`src/hw/rtl/arpc_pkg.sv`:
```
// shared constants and types of the arp packet resolver cache
`default_nettype none

package arpc_pkg;

  localparam int unsigned TABLE_DEPTH = 16;
  localparam int unsigned IDX_W       = $clog2(TABLE_DEPTH);

  localparam int unsigned TYPE_W     = 16;
  localparam int unsigned IP_W       = 32;
  localparam int unsigned MAC_W      = 48;
  localparam int unsigned ENTRY_W    = IP_W + MAC_W;
  localparam int unsigned CFG_IDX_W  = 8;
  localparam int unsigned CFG_DATA_W = 48;
  localparam int unsigned STATUS_W   = 3;
  localparam int unsigned ACTION_W   = 2;

  localparam logic [TYPE_W-1:0] HW_ETHERNET = 16'h0001;
  localparam logic [TYPE_W-1:0] PROTO_IPV4  = 16'h0800;
  localparam logic [TYPE_W-1:0] OP_REQUEST  = 16'h0001;

  typedef enum logic [CFG_IDX_W-1:0] {
    CFG_OWN_IP  = 8'd0,
    CFG_OWN_MAC = 8'd1
  } cfg_reg_e;

  typedef enum logic [STATUS_W-1:0] {
    STATUS_BAD_HW    = 3'd0,
    STATUS_BAD_PROTO = 3'd1,
    STATUS_NOT_US    = 3'd2,
    STATUS_NO_REPLY  = 3'd3,
    STATUS_REPLY     = 3'd4
  } status_e;

  typedef enum logic [ACTION_W-1:0] {
    ACT_NONE     = 2'd0,
    ACT_UPDATED  = 2'd1,
    ACT_INSERTED = 2'd2,
    ACT_FULL     = 2'd3
  } action_e;

  typedef enum logic [2:0] {
    ST_IDLE,
    ST_READ,
    ST_CMP,
    ST_INSERT,
    ST_FINISH
  } state_e;

  typedef struct packed {
    logic [IP_W-1:0]  ip;
    logic [MAC_W-1:0] mac;
  } entry_t;

endpackage

`default_nettype wire

```
`src/hw/rtl/arpc_ram.sv`:
```
// generic single write port ram with registered read
`default_nettype none

module arpc_ram #(
  parameter int unsigned WIDTH = 8,
  parameter int unsigned DEPTH = 16
) (
  input  wire logic                     clk_i,
  input  wire logic                     we_i,
  input  wire logic [$clog2(DEPTH)-1:0] waddr_i,
  input  wire logic [WIDTH-1:0]         wdata_i,
  input  wire logic [$clog2(DEPTH)-1:0] raddr_i,
  output logic      [WIDTH-1:0]         rdata_o
);

  logic [WIDTH-1:0] mem_q [DEPTH];

  always_ff @(posedge clk_i) begin
    if (we_i) begin
      mem_q[waddr_i] <= wdata_i;
    end
    rdata_o <= mem_q[raddr_i];
  end

endmodule

`default_nettype wire

```
`src/hw/rtl/arp_packet_resolver_cache.sv`:
```
// top level of the arp packet resolver and address cache
`default_nettype none

// Takes one parsed ARP packet per word and returns one result word. A packet
// that is not Ethernet/IPv4 goes from idle straight to the finish state.
// Otherwise the cache is scanned one entry at a time through the single read
// port of the entry RAM, a read state (address) and then a compare state per
// entry, stopping early on a sender match. The input stalls for the whole
// scan; a finished result waits in an output register while the next packet
// is taken. The cache starts empty after reset; own_ip and own_mac reset to
// zero and are written through the config port.
module arp_packet_resolver_cache
  import arpc_pkg::*;
(
  input  wire logic                  clk_i,
  input  wire logic                  rst_ni,
  // config write port
  input  wire logic                  cfg_valid_i,
  output logic                       cfg_ready_o,
  input  wire logic [CFG_IDX_W-1:0]  cfg_index_i,
  input  wire logic [CFG_DATA_W-1:0] cfg_data_i,
  // packet input
  input  wire logic                  in_valid_i,
  output logic                       in_stall_o,
  input  wire logic [TYPE_W-1:0]     hw_type_i,
  input  wire logic [TYPE_W-1:0]     proto_type_i,
  input  wire logic [TYPE_W-1:0]     opcode_i,
  input  wire logic [MAC_W-1:0]      sender_mac_i,
  input  wire logic [IP_W-1:0]       sender_ip_i,
  input  wire logic [IP_W-1:0]       target_ip_i,
  // result output
  output logic                       out_valid_o,
  input  wire logic                  out_stall_i,
  output logic [STATUS_W-1:0]        status_o,
  output logic [ACTION_W-1:0]        cache_action_o,
  output logic [MAC_W-1:0]           reply_dest_mac_o,
  output logic [IP_W-1:0]            reply_dest_ip_o
);

  state_e                 state_q, state_d;
  logic [IDX_W-1:0]       idx_q;
  logic                   free_found_q;
  logic [IDX_W-1:0]       free_idx_q;
  logic [TABLE_DEPTH-1:0] valid_q;
  action_e                action_q;
  logic [IP_W-1:0]        own_ip_q;
  logic [MAC_W-1:0]       own_mac_q;
  logic                   out_valid_q;

  logic [TYPE_W-1:0]      hw_q, proto_q, op_q;
  logic [MAC_W-1:0]       smac_q;
  logic [IP_W-1:0]        sip_q, tip_q;

  status_e                out_status_q;
  action_e                out_action_q;
  logic [MAC_W-1:0]       out_mac_q;
  logic [IP_W-1:0]        out_ip_q;

  entry_t                 rd_entry;
  entry_t                 wr_entry;
  logic                   ram_we;
  logic [IDX_W-1:0]       ram_waddr;

  logic                   in_accept;
  logic                   in_ok;
  logic                   hit;
  logic                   last;
  logic                   for_us;
  logic                   out_free;
  status_e                res_status;

  assign in_accept = in_valid_i && !in_stall_o;
  assign in_ok     = (hw_type_i == HW_ETHERNET) && (proto_type_i == PROTO_IPV4);
  assign hit       = valid_q[idx_q] && (rd_entry.ip == sip_q);
  assign last      = (idx_q == IDX_W'(TABLE_DEPTH - 1));
  assign for_us    = (tip_q == own_ip_q);
  assign out_free  = !out_valid_q || !out_stall_i;
  assign wr_entry  = '{ip: sip_q, mac: smac_q};

  arpc_ram #(
    .WIDTH (ENTRY_W),
    .DEPTH (TABLE_DEPTH)
  ) u_entry_ram (
    .clk_i   (clk_i),
    .we_i    (ram_we),
    .waddr_i (ram_waddr),
    .wdata_i (wr_entry),
    .raddr_i (idx_q),
    .rdata_o (rd_entry)
  );

  // next state
  always_comb begin
    state_d = state_q;
    unique case (state_q)
      ST_IDLE: begin
        if (in_accept) begin
          state_d = in_ok ? ST_READ : ST_FINISH;
        end
      end
      ST_READ: begin
        state_d = ST_CMP;
      end
      ST_CMP: begin
        priority if (hit) begin
          state_d = ST_FINISH;
        end else if (last) begin
          state_d = for_us ? ST_INSERT : ST_FINISH;
        end else begin
          state_d = ST_READ;
        end
      end
      ST_INSERT: begin
        state_d = ST_FINISH;
      end
      ST_FINISH: begin
        if (out_free) begin
          state_d = ST_IDLE;
        end
      end
      default: begin
        state_d = ST_IDLE;
      end
    endcase
  end

  // outputs of the sequencer
  always_comb begin
    in_stall_o = 1'b1;
    ram_we     = 1'b0;
    ram_waddr  = idx_q;
    unique case (state_q)
      ST_IDLE: begin
        in_stall_o = 1'b0;
      end
      ST_CMP: begin
        ram_we = hit;
      end
      ST_INSERT: begin
        ram_we    = free_found_q;
        ram_waddr = free_idx_q;
      end
      default: begin
      end
    endcase
  end

  // result status from the latched packet
  always_comb begin
    priority if (hw_q != HW_ETHERNET) begin
      res_status = STATUS_BAD_HW;
    end else if (proto_q != PROTO_IPV4) begin
      res_status = STATUS_BAD_PROTO;
    end else if (!for_us) begin
      res_status = STATUS_NOT_US;
    end else if (op_q == OP_REQUEST) begin
      res_status = STATUS_REPLY;
    end else begin
      res_status = STATUS_NO_REPLY;
    end
  end

  assign cfg_ready_o = 1'b1;

  always_ff @(posedge clk_i or negedge rst_ni) begin
    if (!rst_ni) begin
      state_q      <= ST_IDLE;
      idx_q        <= '0;
      free_found_q <= 1'b0;
      free_idx_q   <= '0;
      valid_q      <= '0;
      action_q     <= ACT_NONE;
      own_ip_q     <= '0;
      own_mac_q    <= '0;
      out_valid_q  <= 1'b0;
    end else begin
      state_q <= state_d;

      if (cfg_valid_i && cfg_ready_o) begin
        if (cfg_index_i == CFG_OWN_IP) begin
          own_ip_q <= cfg_data_i[IP_W-1:0];
        end else if (cfg_index_i == CFG_OWN_MAC) begin
          own_mac_q <= cfg_data_i[MAC_W-1:0];
        end
      end

      unique case (state_q)
        ST_IDLE: begin
          if (in_accept) begin
            idx_q        <= '0;
            free_found_q <= 1'b0;
            action_q     <= ACT_NONE;
          end
        end
        ST_CMP: begin
          // remember the lowest free slot seen so far
          if (!valid_q[idx_q] && !free_found_q) begin
            free_found_q <= 1'b1;
            free_idx_q   <= idx_q;
          end
          if (hit) begin
            action_q <= ACT_UPDATED;
          end else if (!last) begin
            idx_q <= idx_q + 1'b1;
          end
        end
        ST_INSERT: begin
          if (free_found_q) begin
            valid_q[free_idx_q] <= 1'b1;
            action_q            <= ACT_INSERTED;
          end else begin
            action_q <= ACT_FULL;
          end
        end
        default: begin
        end
      endcase

      if (state_q == ST_FINISH && out_free) begin
        out_valid_q <= 1'b1;
      end else if (!out_stall_i) begin
        out_valid_q <= 1'b0;
      end
    end
  end

  // packet and result payload
  always_ff @(posedge clk_i) begin
    if (in_accept) begin
      hw_q    <= hw_type_i;
      proto_q <= proto_type_i;
      op_q    <= opcode_i;
      smac_q  <= sender_mac_i;
      sip_q   <= sender_ip_i;
      tip_q   <= target_ip_i;
    end
    if (state_q == ST_FINISH && out_free) begin
      out_status_q <= res_status;
      out_action_q <= action_q;
      out_mac_q    <= (res_status == STATUS_REPLY) ? smac_q : '0;
      out_ip_q     <= (res_status == STATUS_REPLY) ? sip_q : '0;
    end
  end

  assign out_valid_o      = out_valid_q;
  assign status_o         = out_status_q;
  assign cache_action_o   = out_action_q;
  assign reply_dest_mac_o = out_mac_q;
  assign reply_dest_ip_o  = out_ip_q;

`ifndef NO_ASSERTIONS
  // the cache never loses an entry
  a_valid_grows: assert property (@(posedge clk_i) disable iff (!rst_ni)
    $countones(valid_q) >= $past($countones(valid_q)))
    else $error("cache entry lost");

  // entry ram is written only on a refresh or an insert
  a_write_phase: assert property (@(posedge clk_i) disable iff (!rst_ni)
    ram_we |-> (state_q == ST_CMP || state_q == ST_INSERT))
    else $error("entry ram written outside scan or insert");

  // a dropped packet leaves the cache alone
  a_drop_clean: assert property (@(posedge clk_i) disable iff (!rst_ni)
    out_valid_o && (status_o == STATUS_BAD_HW || status_o == STATUS_BAD_PROTO)
    |-> cache_action_o == ACT_NONE)
    else $error("dropped packet touched the cache");

  // insert or full only when the packet is addressed to us
  a_insert_for_us: assert property (@(posedge clk_i) disable iff (!rst_ni)
    out_valid_o && (cache_action_o == ACT_INSERTED || cache_action_o == ACT_FULL)
    |-> (status_o == STATUS_NO_REPLY || status_o == STATUS_REPLY))
    else $error("insert on a packet not addressed to us");
`endif

endmodule

`default_nettype wire

```
`config.mk`:
```
export PLATFORM = sky130hd
export DESIGN_NAME = arp_packet_resolver_cache
export DESIGN_NICKNAME = d
export VERILOG_FILES = /design/src/hw/rtl/arpc_pkg.sv /design/src/hw/rtl/arpc_ram.sv /design/src/hw/rtl/arp_packet_resolver_cache.sv
export SDC_FILE = /design/constraint.sdc
export NUM_CORES = 1
export LEC_CHECK = 0
export BUFFER_PORTS_ARGS = -buffer_cell sky130_fd_sc_hd__buf_2
export CORE_ASPECT_RATIO = 0.9
export CORE_MARGIN = 2
export CORE_UTILIZATION = 32
export DETAILED_ROUTE_END_ITERATION = 10
export PLACE_DENSITY_LB_ADDON = 0.15
export RECOVER_POWER = 50
export SLEW_MARGIN = 20
export SYNTH_ARGS = -nofsm -noshare
export SYNTH_HDL_FRONTEND = slang
export SYNTH_HIERARCHICAL = 1
export SYNTH_SLANG_ARGS = --single-unit
```
`constraint.sdc`:
```
create_clock -name clk_i -period 7.7 [get_ports clk_i]
set_clock_uncertainty 0.2 [all_clocks]
set_input_delay 0.77 -clock clk_i [delete_from_list [all_inputs] [get_ports clk_i]]
set_output_delay 0.77 -clock clk_i [all_outputs]
set_load 0.005 [all_outputs]
```
==> results.json <==
{
  "crit_arrival_ns": 5.91,
  "synthesis.area_um2": 31540,
  "tritoncts.num_buffers": 93,
  "syn_avg_cell_area_um2": 20.61,
  "clock_tree.htree_level_count": 3,
  "wirelength_met1_um": 33050,
  "post_cts_resize_count": 0,
  "io_pins": 309,
  "grt_max_degree": 112,
  "die_w_um": 334.9,
  "wl_um": 74840,
  "tritoncts": "done",
  "worstSetupPathType": "reg2reg",
  "finalNonFillerCells": 3215,
  "detailroute.via_count": 15453,
  "grt_pass1_wl_um": 110100,
  "setup.worst_path.start_class": "flop",
  "min_period_ns": 5.803,
  "timing.max_cap.violations": 4,
  "grtUsageTotal_pct": 14.87,
  "syn_inst": 1530,
  "drt-wirelength-per-cell_um": 23.28,
  "cts_setup_buffers": 0,
  "power_density_nw_per_um2": 281.3,
  "overflow": 0,
  "critPathCaptureType": "flop",
  "hold_path_class": "in2reg",
  "worstSkewPairLatency_ns": 0.66,
  "core_region_area_um2": 97920,
  "hpwlAfterDp_um": 42370,
  "core.rowCount": 109,
  "critPathMaxFanout": 29,
  "slew_viol_final": 149,
  "ctsHoldBuffers": 0,
  "violations": "capacitance limit, slew limit",
  "num-nets-final": 2079,
  "placed_cells": 3037,
  "top_layer_used": "met5",
  "fp.dieH_um": 301.8,
  "grt_setup_unrepaired": "no",
  "layout.cells.most_common_list": "sky130_fd_sc_hd__edfxtp_1 (757), sky130_fd_sc_hd__buf_2 (179), sky130_fd_sc_hd__clkbuf_1 (134)",
  "cp.required_ns": 7.81,
  "max_freq_mhz": 172.3,
  "max_slew.worst_pin.slew_ns": 3.618,
  "grt_pass1_vias": 16500,
  "antenna_found_initial": 10,
  "worst_max_slew_margin_expressed_relative_to_the_limit_pct": -141.2,
  "final_layout_size_suffix_gt1_share_pct": 28.17,
  "number_of_fill_cells": 9006,
  "postSynthNetCount": 1752,
  "drt_pass1_iterations": 4,
  "drc_errors": 0,
  "report.final.hold_viol_count": 0,
  "drt_initial_violations": 1038,
  "peakVddDrop_v": 0.0001852,
  "most_common_cell_after_layout_fill_and_taps_aside": "sky130_fd_sc_hd__edfxtp_1",
  "status": "finished, violations left",
  "report.final.setup_viol": 0,
  "buffer_ports.inserted": 291,
  "via_density": 4.807,
  "clock_sink_count": 852,
  "met2WireLength_um": 35570,
  "fin_crit_sh_pct": 75.37,
  "start_util_pct": 32.21,
  "finalSetupTns_ns": 0,
  "clk_pin_slew_worst_paths_ns": 0.06,
  "synthesis.yosys.warnings": 6,
  "die_area_um2": 101100,
  "cell_leakage_power_nw": 12.68,
  "number_of_nets_with_antenna_violations_after_routing": 0,
  "cts_buffer_depth": 3,
  "clock_tree.root_cell": "sky130_fd_sc_hd__clkbuf_16",
  "area_growth_syn_to_fin_pct": 18.73,
  "globalplace.congestion": 0.7579,
  "met3_wirelength_um": 4593
}
==> area by class of cell <==
cell class	instances	area, um^2	share of cell area, %
timing repair buffer	321	1559	4.163
antenna	1	2.502	0.006683
sequential	852	24950	66.64
tap	1276	1597	4.264
clock inverter	56	513.0	1.370
multi-input combinational	584	6274	16.75
clock buffer	120	2521	6.733
inverter	5	26.28	0.07017
==> routing by layer <==
metal | global-route usage (%) | vias to the layer above
li1 | - | 6803
met1 | 20.07 | 8100
met2 | 23.93 | 421
met3 | 4.026 | 115
met4 | 3.737 | 14
met5 | 0 | -
==> critical path, stage by stage (launching register included) <==
cell and delay, ns:
sky130_fd_sc_hd__dfrtp_1 1.61, sky130_fd_sc_hd__mux4_1 0.58, sky130_fd_sc_hd__mux2i_1 0.09, sky130_fd_sc_hd__mux2i_1 0.25, sky130_fd_sc_hd__nand3_1 0.42, sky130_fd_sc_hd__o21ai_0 0.28, sky130_fd_sc_hd__and2_1 0.24, sky130_fd_sc_hd__or3b_2 0.59
sky130_fd_sc_hd__nor2_4 0.70, sky130_fd_sc_hd__buf_4 0.43
==> state kept, by name (all words and copies together) (netlist names) <==
signal / flops
own_ip_q: 32
u_entry_ram/mem_q: 512
op_q: 16
proto_q: 16
action_q: 2
idx_q: 4
hw_q: 16
status_o: 3
smac_q: 48
free_found_q: 1
out_valid_o: 1
reply_dest_mac_o: 48
state_q: 3
reply_dest_ip_o: 32
tip_q: 32
cache_action_o: 2
valid_q: 16
free_idx_q: 4
sip_q: 32
u_entry_ram/rdata_o: 32
==> through the flow <==
step	cell area [um^2]	utilization [%]	worst slack [ns]	hold WS [ns]	total power, mW
after global routing	37440	38.24	1.297	0.03105	10.96
after global placement	34560	35.30	2.297	0.2308	6.282
after floorplan	31540	-	2.041	0.2196	5.950
after CTS	37600	38.40	2.192	0.02644	10.74
after detailed placement	34560	35.30	2.225	0.2410	6.302
final	37440	38.24	1.897	0.08270	10.53
==> path summary, 6_finish.rpt <==
path / cells past startpoint / slack (ns) / endpoint / from
max in group asynchronous: 2 / 3.51 / idx_q[1]$_DFFE_PN0P_ / rst_ni
min: 1 / 0.08 / sip_q[21]$_DFFE_PP_ / sender_ip_i[21]
max: 9 / 1.90 / u_entry_ram/mem_q[2][60]$_DFFE_PP_ / idx_q[0]$_DFFE_PN0P_
max reg2reg: 9 / 1.90 / u_entry_ram/mem_q[2][60]$_DFFE_PP_ / idx_q[0]$_DFFE_PN0P_
min reg2reg: 1 / 0.25 / valid_q[6]$_DFFE_PN0P_ / valid_q[6]$_DFFE_PN0P_
min in group asynchronous: 2 / 1.25 / own_ip_q[30]$_DFFE_PN0P_ / rst_ni
==> power by group <==
| part | internal, mW | switching (mW) |
|---|---|---|
| Sequential | 5.48 | 0.191 |
| Combinational | 0.134 | 0.342 |
| Clock | 2.53 | 1.85 |
| Total | 8.15 | 2.39 |
(Power assumes the default switching activity.)
